--- config.mk ---
export PLATFORM = sky130hd
export DESIGN_NAME = data_log_record_indexer_unit
export DESIGN_NICKNAME = d
export VERILOG_FILES = /design/src/rtl/dlri_pkg.sv /design/src/rtl/dlri_fifo.sv /design/src/rtl/dlri_front.sv /design/src/rtl/dlri_back.sv /design/src/rtl/data_log_record_indexer_unit.sv
export SDC_FILE = /design/constraint.sdc
export NUM_CORES = 2
export LEC_CHECK = 0
export BUFFER_PORTS_ARGS = -buffer_cell sky130_fd_sc_hd__buf_2
export CELL_PAD_IN_SITES_DETAIL_PLACEMENT = 0
export CELL_PAD_IN_SITES_GLOBAL_PLACEMENT = 1
export CORE_MARGIN = 5
export CORE_UTILIZATION = 35
export CTS_CLUSTER_DIAMETER = 100
export DETAILED_ROUTE_END_ITERATION = 7
export HOLD_SLACK_MARGIN = 0.06
export PLACE_DENSITY_LB_ADDON = 0.05
export SYNTH_ARGS = -nofsm -noshare
export SYNTH_HDL_FRONTEND = slang
export SYNTH_SLANG_ARGS = --single-unit
--- constraint.sdc ---
create_clock -name clk -period 16.58 [get_ports clk]
set_input_delay 4.145 -clock clk [delete_from_list [all_inputs] [get_ports clk]]
set_output_delay 4.145 -clock clk [all_outputs]
set_load 0.03 [all_outputs]
--- src/rtl/dlri_pkg.sv ---
`timescale 1ns / 1ps

package dlri_pkg;

  // Parser phases of the front part.
  localparam logic [2:0] PH_FILEHDR = 3'd0;
  localparam logic [2:0] PH_EXTRA   = 3'd1;
  localparam logic [2:0] PH_LEAD    = 3'd2;
  localparam logic [2:0] PH_ENTRY   = 3'd3;
  localparam logic [2:0] PH_SIZE    = 3'd4;
  localparam logic [2:0] PH_TIME    = 3'd5;
  localparam logic [2:0] PH_PAYLOAD = 3'd6;

  // The file header is 12 bytes; its last four bytes give the extra header length.
  localparam logic [3:0] FILE_HEADER_LAST = 4'd11;
  localparam logic [3:0] EXTRA_LEN_FIRST  = 4'd8;

  // Entry id of control records, which do not count toward the timestamp range.
  localparam logic [31:0] CTRL_ENTRY_ID = 32'd0;

  // Result kinds.
  localparam logic KIND_RECORD  = 1'b0;
  localparam logic KIND_SUMMARY = 1'b1;

  // One input word: a byte of the log file.
  typedef struct packed {
    logic [7:0] data_byte;
    logic       end_of_file;
  } in_word_t;

  // One output word: a record index entry or the end-of-file summary.
  typedef struct packed {
    logic               kind;
    logic [31:0]        entry_id;
    logic [31:0]        record_offset;
    logic [31:0]        record_count;
    logic signed [63:0] min_timestamp;
    logic signed [63:0] max_timestamp;
    logic               run_last;
  } out_word_t;

  // Event passed from the parser to the result stage.
  typedef struct packed {
    logic        rec_valid;
    logic        eof;
    logic [31:0] entry_id;
    logic [31:0] record_offset;
    logic [63:0] timestamp;
  } event_t;

endpackage

--- src/rtl/dlri_fifo.sv ---
`timescale 1ns / 1ps

module dlri_fifo #(
  parameter int WIDTH = 8,
  parameter int DEPTH = 4
) (
  input  logic             clk,
  input  logic             rst,
  input  logic             push,
  input  logic [WIDTH-1:0] push_data,
  output logic             not_full,
  input  logic             pop,
  output logic [WIDTH-1:0] head_data,
  output logic             not_empty
);

  localparam int AW = (DEPTH > 1) ? $clog2(DEPTH) : 1;
  localparam int CW = $clog2(DEPTH + 1);

  logic [WIDTH-1:0] slots [DEPTH];
  logic [AW-1:0]    wr_ptr;
  logic [AW-1:0]    rd_ptr;
  logic [CW-1:0]    count;
  logic             do_push;
  logic             do_pop;

  assign not_full  = (count != CW'(DEPTH));
  assign not_empty = (count != '0);
  assign do_push   = push && not_full;
  assign do_pop    = pop && not_empty;
  assign head_data = slots[rd_ptr];

  // Pointers and fill count.
  always_ff @(posedge clk) begin
    if (rst) begin
      wr_ptr <= '0;
      rd_ptr <= '0;
      count  <= '0;
    end else begin
      if (do_push) begin
        wr_ptr <= (wr_ptr == AW'(DEPTH - 1)) ? '0 : wr_ptr + 1'b1;
      end
      if (do_pop) begin
        rd_ptr <= (rd_ptr == AW'(DEPTH - 1)) ? '0 : rd_ptr + 1'b1;
      end
      if (do_push && !do_pop) begin
        count <= count + 1'b1;
      end else if (do_pop && !do_push) begin
        count <= count - 1'b1;
      end
    end
  end

  // Queue storage.
  always_ff @(posedge clk) begin
    if (do_push) begin
      slots[wr_ptr] <= push_data;
    end
  end

endmodule

--- src/rtl/dlri_front.sv ---
`timescale 1ns / 1ps

module dlri_front #(
  parameter int OFFSET_WIDTH = 32
) (
  input  logic              clk,
  input  logic              rst,
  input  logic              fire,
  input  dlri_pkg::in_word_t in_data,
  output logic              ev_push,
  output dlri_pkg::event_t  ev
);

  import dlri_pkg::*;

  logic [OFFSET_WIDTH-1:0] byte_position, byte_position_next;
  logic [2:0]              parse_phase, parse_phase_next;
  logic [3:0]              field_byte_index, field_byte_index_next;
  logic [7:0]              lead_byte, lead_byte_next;
  logic [31:0]             skip_remaining, skip_remaining_next;
  logic [31:0]             entry_accumulator, entry_accumulator_next;
  logic [63:0]             time_accumulator, time_accumulator_next;
  logic [31:0]             record_start, record_start_next;
  logic [63:0]             finish_time;
  logic [31:0]             skip_dec;
  logic                    finish;
  logic [7:0]              b;

  assign b        = in_data.data_byte;
  assign skip_dec = skip_remaining - 32'd1;

  // Byte-by-byte parse of headers and record fields.
  always_comb begin
    byte_position_next     = byte_position;
    parse_phase_next       = parse_phase;
    field_byte_index_next  = field_byte_index;
    lead_byte_next         = lead_byte;
    skip_remaining_next    = skip_remaining;
    entry_accumulator_next = entry_accumulator;
    time_accumulator_next  = time_accumulator;
    record_start_next      = record_start;
    finish_time            = time_accumulator;
    finish                 = 1'b0;
    if (fire) begin
      unique case (parse_phase)
        PH_FILEHDR: begin
          if (field_byte_index >= EXTRA_LEN_FIRST) begin
            skip_remaining_next = skip_remaining
                                  | (32'(b) << {field_byte_index[1:0], 3'b000});
          end
          field_byte_index_next = field_byte_index + 4'd1;
          if (field_byte_index == FILE_HEADER_LAST) begin
            field_byte_index_next = '0;
            parse_phase_next = (skip_remaining_next != '0) ? PH_EXTRA : PH_LEAD;
          end
        end
        PH_EXTRA: begin
          skip_remaining_next = skip_dec;
          if (skip_dec == '0) begin
            parse_phase_next = PH_LEAD;
          end
        end
        PH_ENTRY: begin
          entry_accumulator_next = entry_accumulator
                                   | (32'(b) << {field_byte_index[1:0], 3'b000});
          field_byte_index_next = field_byte_index + 4'd1;
          if (field_byte_index >= {2'b00, lead_byte[1:0]}) begin
            field_byte_index_next = '0;
            parse_phase_next = PH_SIZE;
          end
        end
        PH_SIZE: begin
          skip_remaining_next = skip_remaining
                                | (32'(b) << {field_byte_index[1:0], 3'b000});
          field_byte_index_next = field_byte_index + 4'd1;
          if (field_byte_index >= {2'b00, lead_byte[3:2]}) begin
            field_byte_index_next = '0;
            parse_phase_next = PH_TIME;
          end
        end
        PH_TIME: begin
          time_accumulator_next = time_accumulator
                                  | (64'(b) << {field_byte_index[2:0], 3'b000});
          field_byte_index_next = field_byte_index + 4'd1;
          if (field_byte_index >= {1'b0, lead_byte[6:4]}) begin
            field_byte_index_next = '0;
            if (skip_remaining == '0) begin
              finish = 1'b1;
              parse_phase_next = PH_LEAD;
            end else begin
              parse_phase_next = PH_PAYLOAD;
            end
          end
        end
        PH_PAYLOAD: begin
          skip_remaining_next = skip_dec;
          if (skip_dec == '0) begin
            finish = 1'b1;
            parse_phase_next = PH_LEAD;
          end
        end
        default: begin
          // Lead byte of a record; unused phase codes land here as well.
          lead_byte_next         = b;
          record_start_next      = 32'(byte_position);
          field_byte_index_next  = '0;
          entry_accumulator_next = '0;
          skip_remaining_next    = '0;
          time_accumulator_next  = '0;
          parse_phase_next       = PH_ENTRY;
        end
      endcase
      // The finished timestamp is taken before the end of the file clears it.
      finish_time = time_accumulator_next;
      byte_position_next = byte_position + 1'b1;
      // The last byte of a file returns the parser to its reset state.
      if (in_data.end_of_file) begin
        byte_position_next     = '0;
        parse_phase_next       = PH_FILEHDR;
        field_byte_index_next  = '0;
        lead_byte_next         = '0;
        skip_remaining_next    = '0;
        entry_accumulator_next = '0;
        time_accumulator_next  = '0;
        record_start_next      = '0;
      end
    end
  end

  // Event handed to the result stage.
  always_comb begin
    ev.rec_valid     = finish;
    ev.eof           = in_data.end_of_file;
    ev.entry_id      = entry_accumulator;
    ev.record_offset = record_start;
    ev.timestamp     = finish_time;
    ev_push          = fire && (finish || in_data.end_of_file);
  end

  // Parser registers.
  always_ff @(posedge clk) begin
    if (rst) begin
      byte_position     <= '0;
      parse_phase       <= PH_FILEHDR;
      field_byte_index  <= '0;
      lead_byte         <= '0;
      skip_remaining    <= '0;
      entry_accumulator <= '0;
      time_accumulator  <= '0;
      record_start      <= '0;
    end else begin
      byte_position     <= byte_position_next;
      parse_phase       <= parse_phase_next;
      field_byte_index  <= field_byte_index_next;
      lead_byte         <= lead_byte_next;
      skip_remaining    <= skip_remaining_next;
      entry_accumulator <= entry_accumulator_next;
      time_accumulator  <= time_accumulator_next;
      record_start      <= record_start_next;
    end
  end

endmodule

--- src/rtl/dlri_back.sv ---
`timescale 1ns / 1ps

module dlri_back (
  input  logic                clk,
  input  logic                rst,
  input  logic                ev_valid,
  input  dlri_pkg::event_t    ev,
  output logic                ev_pop,
  output logic                out_valid,
  input  logic                out_ready,
  output dlri_pkg::out_word_t out_data
);

  import dlri_pkg::*;

  logic               rec_sent, rec_sent_next;
  logic               seen_timestamp, seen_timestamp_next;
  logic signed [63:0] lowest_time, lowest_time_next;
  logic signed [63:0] highest_time, highest_time_next;
  logic [31:0]        records_done, records_done_next;
  logic               load;
  logic               emit;
  out_word_t          word_next;
  logic signed [63:0] ts;

  assign load = !out_valid || out_ready;
  assign ts   = $signed(ev.timestamp);

  // Turn each event into one or two words and keep the running statistics.
  always_comb begin
    rec_sent_next       = rec_sent;
    seen_timestamp_next = seen_timestamp;
    lowest_time_next    = lowest_time;
    highest_time_next   = highest_time;
    records_done_next   = records_done;
    word_next           = '0;
    emit                = 1'b0;
    ev_pop              = 1'b0;
    if (ev_valid && load) begin
      emit = 1'b1;
      if (ev.rec_valid && !rec_sent) begin
        word_next.kind          = KIND_RECORD;
        word_next.entry_id      = ev.entry_id;
        word_next.record_offset = ev.record_offset;
        word_next.run_last      = !ev.eof;
        records_done_next       = records_done + 32'd1;
        if (ev.entry_id != CTRL_ENTRY_ID) begin
          if (!seen_timestamp || (ts < lowest_time)) begin
            lowest_time_next = ts;
          end
          if (!seen_timestamp || (highest_time < ts)) begin
            highest_time_next = ts;
          end
          seen_timestamp_next = 1'b1;
        end
        // A record on the last byte keeps the event for the summary word.
        if (ev.eof) begin
          rec_sent_next = 1'b1;
        end else begin
          ev_pop = 1'b1;
        end
      end else begin
        word_next.kind          = KIND_SUMMARY;
        word_next.record_count  = records_done;
        word_next.min_timestamp = seen_timestamp ? lowest_time : '0;
        word_next.max_timestamp = seen_timestamp ? highest_time : '0;
        word_next.run_last      = 1'b1;
        rec_sent_next           = 1'b0;
        seen_timestamp_next     = 1'b0;
        lowest_time_next        = '0;
        highest_time_next       = '0;
        records_done_next       = '0;
        ev_pop                  = 1'b1;
      end
    end
  end

  // Statistics and output register.
  always_ff @(posedge clk) begin
    if (rst) begin
      rec_sent       <= 1'b0;
      seen_timestamp <= 1'b0;
      lowest_time    <= '0;
      highest_time   <= '0;
      records_done   <= '0;
      out_valid      <= 1'b0;
    end else begin
      rec_sent       <= rec_sent_next;
      seen_timestamp <= seen_timestamp_next;
      lowest_time    <= lowest_time_next;
      highest_time   <= highest_time_next;
      records_done   <= records_done_next;
      if (load) begin
        out_valid <= emit;
      end
    end
  end

  always_ff @(posedge clk) begin
    if (emit) begin
      out_data <= word_next;
    end
  end

endmodule

--- src/rtl/data_log_record_indexer_unit.sv ---
`timescale 1ns / 1ps

// Streaming indexer for a record-structured log file.
// The input channel (in_valid, in_ready, in_data) takes one file byte per word,
// with end_of_file set on the final byte. The output channel (out_valid,
// out_ready, out_data) gives one word per completed record (kind 0: entry id
// and lead-byte offset) and one summary word after the final byte (kind 1:
// record count and the timestamp range of non-control records).
// A byte is taken every cycle while the four-entry event queue between the
// parser and the result stage has room. Each result word is built from the
// event at the queue head and held in the output register; a byte that both
// ends a record and ends the file gives its record word and then its summary
// word. The result stage gives one word per cycle while the receiver is
// ready, so the queue fills only when records end closer together than the
// receiver drains them, or while the receiver stalls; then in_ready drops.
// After the final byte the parser starts over for a new file at once.
// Reset clears the parser, the queue and the statistics and empties the output
// register; no clearing pass is needed.
module data_log_record_indexer_unit #(
  parameter int OFFSET_WIDTH = 32
) (
  input  logic                clk,
  input  logic                rst,
  input  logic                in_valid,
  output logic                in_ready,
  input  dlri_pkg::in_word_t  in_data,
  output logic                out_valid,
  input  logic                out_ready,
  output dlri_pkg::out_word_t out_data
);

  import dlri_pkg::*;

  logic   fire;
  logic   ev_push;
  event_t ev_in;
  event_t ev_head;
  logic   ev_valid;
  logic   ev_pop;

  assign fire = in_valid && in_ready;

  // Parser.
  dlri_front #(
    .OFFSET_WIDTH(OFFSET_WIDTH)
  ) u_front (
    .clk     (clk),
    .rst     (rst),
    .fire    (fire),
    .in_data (in_data),
    .ev_push (ev_push),
    .ev      (ev_in)
  );

  // Event queue between parser and result stage.
  dlri_fifo #(
    .WIDTH($bits(event_t)),
    .DEPTH(4)
  ) u_fifo (
    .clk       (clk),
    .rst       (rst),
    .push      (ev_push),
    .push_data (ev_in),
    .not_full  (in_ready),
    .pop       (ev_pop),
    .head_data (ev_head),
    .not_empty (ev_valid)
  );

  // Result stage.
  dlri_back u_back (
    .clk       (clk),
    .rst       (rst),
    .ev_valid  (ev_valid),
    .ev        (ev_head),
    .ev_pop    (ev_pop),
    .out_valid (out_valid),
    .out_ready (out_ready),
    .out_data  (out_data)
  );

endmodule
== Yosys cells after proc, flatten, opt, wreduce, memory -nomap -nowiden ==
Memories as Yosys holds them, arrays and structs flattened. A register that Yosys moved wholly into a read port is not among the register bits.
Cells that the tools add are included.

* Logic and storage cells: 170
* Flip-flop bits (word level): 602
* Output and inout port bits: 228
* Memory bits (writable): 520
* Memories: 1

* Reductions and logical operators: 42
* Mux-type cells: 60
* Equal/unequal tests: 22
* Magnitude comparators: 6
* Bitwise operators: 5
* Shift operators: 2
* $add $sub $neg: 8

{| class="wikitable"
|+ Memory list
! name !! depth !! width !! read ports !! clocked after memory_dff !! wr ports !! RTL line !! text
|-
| u_fifo.slots || 4 || 130 || 1 || 1 || 1 || dlri_fifo.sv:20 || <nowiki>logic [WIDTH-1:0] slots [DEPTH];</nowiki>
|}

{| class="wikitable"
|+ Operator list
! cell !! count
|-
| two-way mux 64 bit || 8
|-
| two-way mux 32 bit || 9
|-
| less-than comparator 64 bit || 2
|-
| one-hot mux 32 bit (4 select lines) || 1
|-
| one-hot mux 64 bit (2 select lines) || 1
|-
| adder 32 x 1 -> 32 bit, second input constant || 2
|-
| zero test 32 bit || 2
|-
| OR 32 bit || 2
|-
| OR 64 bit || 1
|-
| one-hot mux 32 bit (2 select lines) || 1
|-
| nonzero test 32 bit || 2
|-
| << shifter 8 x 6 -> 64 bit || 1
|-
| << shifter 8 x 5 -> 32 bit || 1
|-
| subtractor 32 x 1 -> 32 bit, second input constant || 1
|-
| two-way mux 3 bit || 9
|-
| two-way mux 4 bit || 5
|-
| one-hot mux 4 bit (5 select lines) || 1
|-
| two-way mux 1 bit || 16
|-
| one-hot mux 3 bit (5 select lines) || 1
|-
| two-way mux 7 bit || 2
|-
| AND reduction 2 bit || 7
|-
| inequality test 3 x 2 -> 1 bit, second input constant || 4
|-
| two-way mux 2 bit || 5
|-
| inequality test 2 x 1 -> 1 bit, second input constant || 5
|-
| other kinds (29) || 56
|}

== Logic depth before layout (Yosys ltp) ==
* Depth in word-level cells: 12
* Gate-level depth with buffers: 18
* Gate-level depth less buffers: 15

== Modules after synthesis ==
Synthesis repeated with hierarchy kept, for this count alone.

* Cell total of the unflattened synthesis: 3633
* Area total of the unflattened synthesis: 47356.7 µm²

{| class="wikitable"
|+ Modules (own cells, without submodules)
! module !! area an instance (µm²) !! sequential area each (µm²) !! cells each !! times used
|-
| dlri_fifo || 19243.5 || 15795.1 || 727 || 1
|-
| dlri_back || 18093.6 || 10049.6 || 1635 || 1
|-
| dlri_front || 10013.4 || 4124.0 || 1270 || 1
|-
| data_log_record_indexer_unit || 6.3 || 0.0 || 1 || 1
|}

== Worst setup path before layout ==
Ideal clock, no wire load.

* Kind: input to register
* From: in out_ready
* To: reg u_back.out_data[186] (netlist name)
* Setup slack: 4857 ps
* Arrival time: 11534 ps
* Cell stages on the path: 5
* Path buffers: 1
* Data required time: 16391 ps
* Cell sequence: nand2b_1 -> nand2_1 -> inv_1 -> clkbuf_1 -> and3_1

* Cells in the longest elaborated chain, start to end: 3

{| class="wikitable"
|+ RTL lines
! what !! RTL line !! text
|-
| start, declared || data_log_record_indexer_unit.sv:28 || <nowiki>input logic out_ready,</nowiki>
|-
| logical OR 1 bit || dlri_back.sv:26 || <nowiki>assign load = !out_valid || out_ready;</nowiki>
|-
| logical AND 1 bit || dlri_back.sv:39 || <nowiki>if (ev_valid && load) begin</nowiki>
|-
| AND reduction 2 bit (no line) || n/a ||
|}

Every way passes these cells.
A chain may end at the register's enable or synchronous reset.

== Worst setup path after layout ==
* From: in in_data[0] (netlist name)
* To: mem u_fifo.slots[2][20] (netlist name), enable pin

* Cells in the longest elaborated chain, start to end: 5

{| class="wikitable"
|+ RTL lines
! what !! RTL line !! text
|-
| start, declared || data_log_record_indexer_unit.sv:26 || <nowiki>input dlri_pkg::in_word_t in_data,</nowiki>
|-
| logical OR 1 bit || dlri_front.sv:137 || <nowiki>ev_push = fire && (finish || in_data.end_of_file);</nowiki>
|-
| logical AND 1 bit || dlri_front.sv:137 ||
|-
| logical AND 1 bit || dlri_fifo.sv:29 || <nowiki>assign do_push = push && not_full;</nowiki>
|-
| via u_fifo.do_push || dlri_fifo.sv:24 || <nowiki>logic do_push;</nowiki>
|-
| two-way mux 1 bit || dlri_fifo.sv:56 || <nowiki>if (do_push) begin</nowiki>
|-
| two-way mux 1 bit (not written as such) || dlri_fifo.sv:57 || <nowiki>slots[wr_ptr] <= push_data;</nowiki>
|-
| end, declared || dlri_fifo.sv:20 ||
|}

The timed path passes the listed nets, and every way through them passes these cells.

==> metrics.txt <==
max-cap viol count=0; RSZ-0062 raised after global routing=false; Clk pin slew, worst setup/hold paths=50 ps; Flop pwr share=40.1%; Die Width=375.7 um; CP required=16940 ps; critical path class=input pin to register; Worst Tran Pin Value=1263 ps; gpl congestion=0.7995; register area=29980 um^2; largest net degree at the start of global routing=89; Pins Over Slew Limit=0; Routed WL=125.8 mm; fmax=0.1266 GHz; cell mode on critical path=buf_4; row count=134; fill cell count=12510; leading post-synthesis cells by cell area=edfxtp_1, dfxtp_1, mux4_2, ha_1, and3_1; Starting Density=35.17%; synth warn=0; all-layer global routing usage=17.60%; register bit count reported by yosys=1124; full die area=141200 um^2; relative slew slack=15.82%; combinational power share=28.9%; setup TNS=0 ps; Final Util=40.54%; total net switching power=3.221 mW; Post-CTS Setup Inserts=0; CP cell instances=buf_2 > buf_4 > inv_2 > a211oi_4 > and2_4 > buf_4 > buf_4; min Tclk post-route=7899 ps; clock sink count=1124; clk_lat worst skew=760 ps; Multi-input gate area=15340 um^2; share of the synthesized area in the top cell type=47.85%; startpoint types=input pin; Worst Path Arrival=8260 ps; wire length per cell=22.14 um; clock skew=25.85 ps; Async SR Flop Fraction=0%; CP max FO=78; DR pass1 iterations=5; Most used DFF post-synth=edfxtp_1; CP max stage cell=buf_4; Post-DRT Antenna Nets=0; switch share=35.14%; Root Driver=clkbuf_16; cts hold-fix bufs=0; via count=29820; largest area contributor in the netlist=edfxtp_1; deepest clock path buffer count=3; power per cell area=169.8 nW/um^2; VDD IR-drop max=0.08707 mV; overall power=9.165 mW; proportion of layout cells with a drive suffix above 1=16.68%; crit end category=register; CP max stage delay=770 ps; H-tree levels=4; most common cell in the synthesized netlist=edfxtp_1; register area share after synthesis=64.01%; Post-synth EDFFs=746; PostCTS Resize Cnt=0; Mapped Nets=3807; final hold vios=0; Netlist Area Pre-Place=46820 um^2; I/O Buffers=240; Clk pwr share=31.0%; Synth Area per Inst=12.83 um^2; period utilisation layout=47.64%; setup violators final=0; TritonCTS clock tree=built; Area Overhead vs Synth=15.27%; Int Pwr=5.944 mW; drt via density=5.251; global-route wire length before repair=192.1 mm; io pins=241; Post-Synthesis Cells=3648; First DRT Iteration DRCs=1808; Core Area=133100 um^2; initial antenna violation count=10; Final #Nets=3962; commonest cells in the netlist=edfxtp_1, dfxtp_1, nor2_1; total gr overflow=0; post-synth cell types=70; vias in the first global route=30480; status=completed; Final HPWL DP=77.41 mm; Remaining DRCs=0; CTS buffer count=131; P_leak=19.66 nW; Hold WC Path Type=register to register; Die Y=375.7 um
-- metrics by stage --
step | setup WS [ps] | hold WS, ps | area [um^2] | instances
floorplan | 4857 | 436.2 | 46820 | 3648
global placement | 7703 | 455.1 | 49720 | 5438
detailed placement | 7654 | 451.1 | 49720 | 5438
CTS | 8475 | 458.6 | 53960 | 5677
global route | 8267 | 473.4 | 53960 | 5677
finish | 8681 | 456.8 | 53970 | 5680
-- cell type report --
type	count	area share, %
Multi-Input combinational cell	2100	28.43
Sequential cell	1124	55.55
Antenna cell	3	0.01391
Tap cell	1768	4.099
Timing Repair Buffer	292	2.961
Clock buffer	188	6.812
Inverter	154	1.085
Clock inverter	51	1.041
-- cells in the final DEF, fill, tap and decap left out, types with 19 or more instances in the layout --
cell type	n
a2111oi_0	66
a21oi_1	200
a22o_1	64
a31oi_1	112
and2_1	35
and3_1	220
buf_2	239
buf_4	52
clkbuf_1	42
clkbuf_16	134
dfxtp_1	375
edfxtp_1	746
ha_1	145
inv_1	152
mux4_2	130
nand2_1	200
nand2b_1	80
nand3_1	132
nand4_1	46
nor2_1	257
nor3_1	34
nor4_1	30
o21ai_0	73
or3_1	19
xnor2_1	21
xor2_1	45
-- final timing paths --
kind                                          start                                 to  slack, ps  depth (start not counted)
max                                      in_data[0]      u_fifo.slots[2][20]$_DFFE_PP_       8680                          7
min               u_front.lead_byte[4]$_SDFFE_PP0P_  u_front.lead_byte[4]$_SDFFE_PP0P_        460                          2
max reg2reg  u_front.skip_remaining[6]$_SDFFE_PP0P_      u_fifo.slots[2][20]$_DFFE_PP_      10270                         10
min reg2reg       u_front.lead_byte[4]$_SDFFE_PP0P_  u_front.lead_byte[4]$_SDFFE_PP0P_        460                          2
-- critical path: cells and delay by family --
| family | cells | cell delay, ps |
|---|---|---|
| buf+inv | 5 | 2790 |
| compound gates | 1 | 580 |
| simple gates | 1 | 560 |
-- sequential cells by signal, summed over array words and instances (netlist names), named ones only --
| name | flops |
|---|---|
| u_front.skip_remaining | 32 |
| u_front.entry_accumulator | 32 |
| u_back.seen_timestamp | 1 |
| u_back.rec_sent | 1 |
| u_front.byte_position | 32 |
| u_front.parse_phase | 3 |
| u_back.highest_time | 64 |
| u_front.field_byte_index | 4 |
| u_fifo.wr_ptr | 2 |
| u_fifo.slots | 520 |
| u_front.time_accumulator | 64 |
| u_fifo.rd_ptr | 2 |
| u_front.record_start | 32 |
| u_back.lowest_time | 64 |
| u_back.records_done | 32 |
| u_fifo.count | 3 |
| u_front.lead_byte | 7 |
| u_back.out_data | 226 |
| u_back.out_valid | 1 |
-- logic make-up after synthesis --
group	share of synthesized area (%)
flops	64.01
simple gates	12.17
compound gates	8.779
buf+inv	3.426
fa+ha+maj	3.918
mux	6.462
xor+xnor	1.235
-- power groups by stage --
stage                     clock [mW]  sequential (mW)  combinational, mW
after floorplan                    0             4.26               1.38
after global placement             0             3.73               2.67
after detailed placement           0             3.74               2.70
after CTS                       2.93             3.69               2.71
after global routing            3.05             3.72               2.90
final                           2.84             3.67               2.65
-- per-layer routing --
layer,track usage (%),wire length (um)
met3,3.251,5999
met5,0,0
met4,5.035,2707
met2,28.12,58220
met1,24.60,58840
No activity file was read; power rests on OpenSTA's default activity.
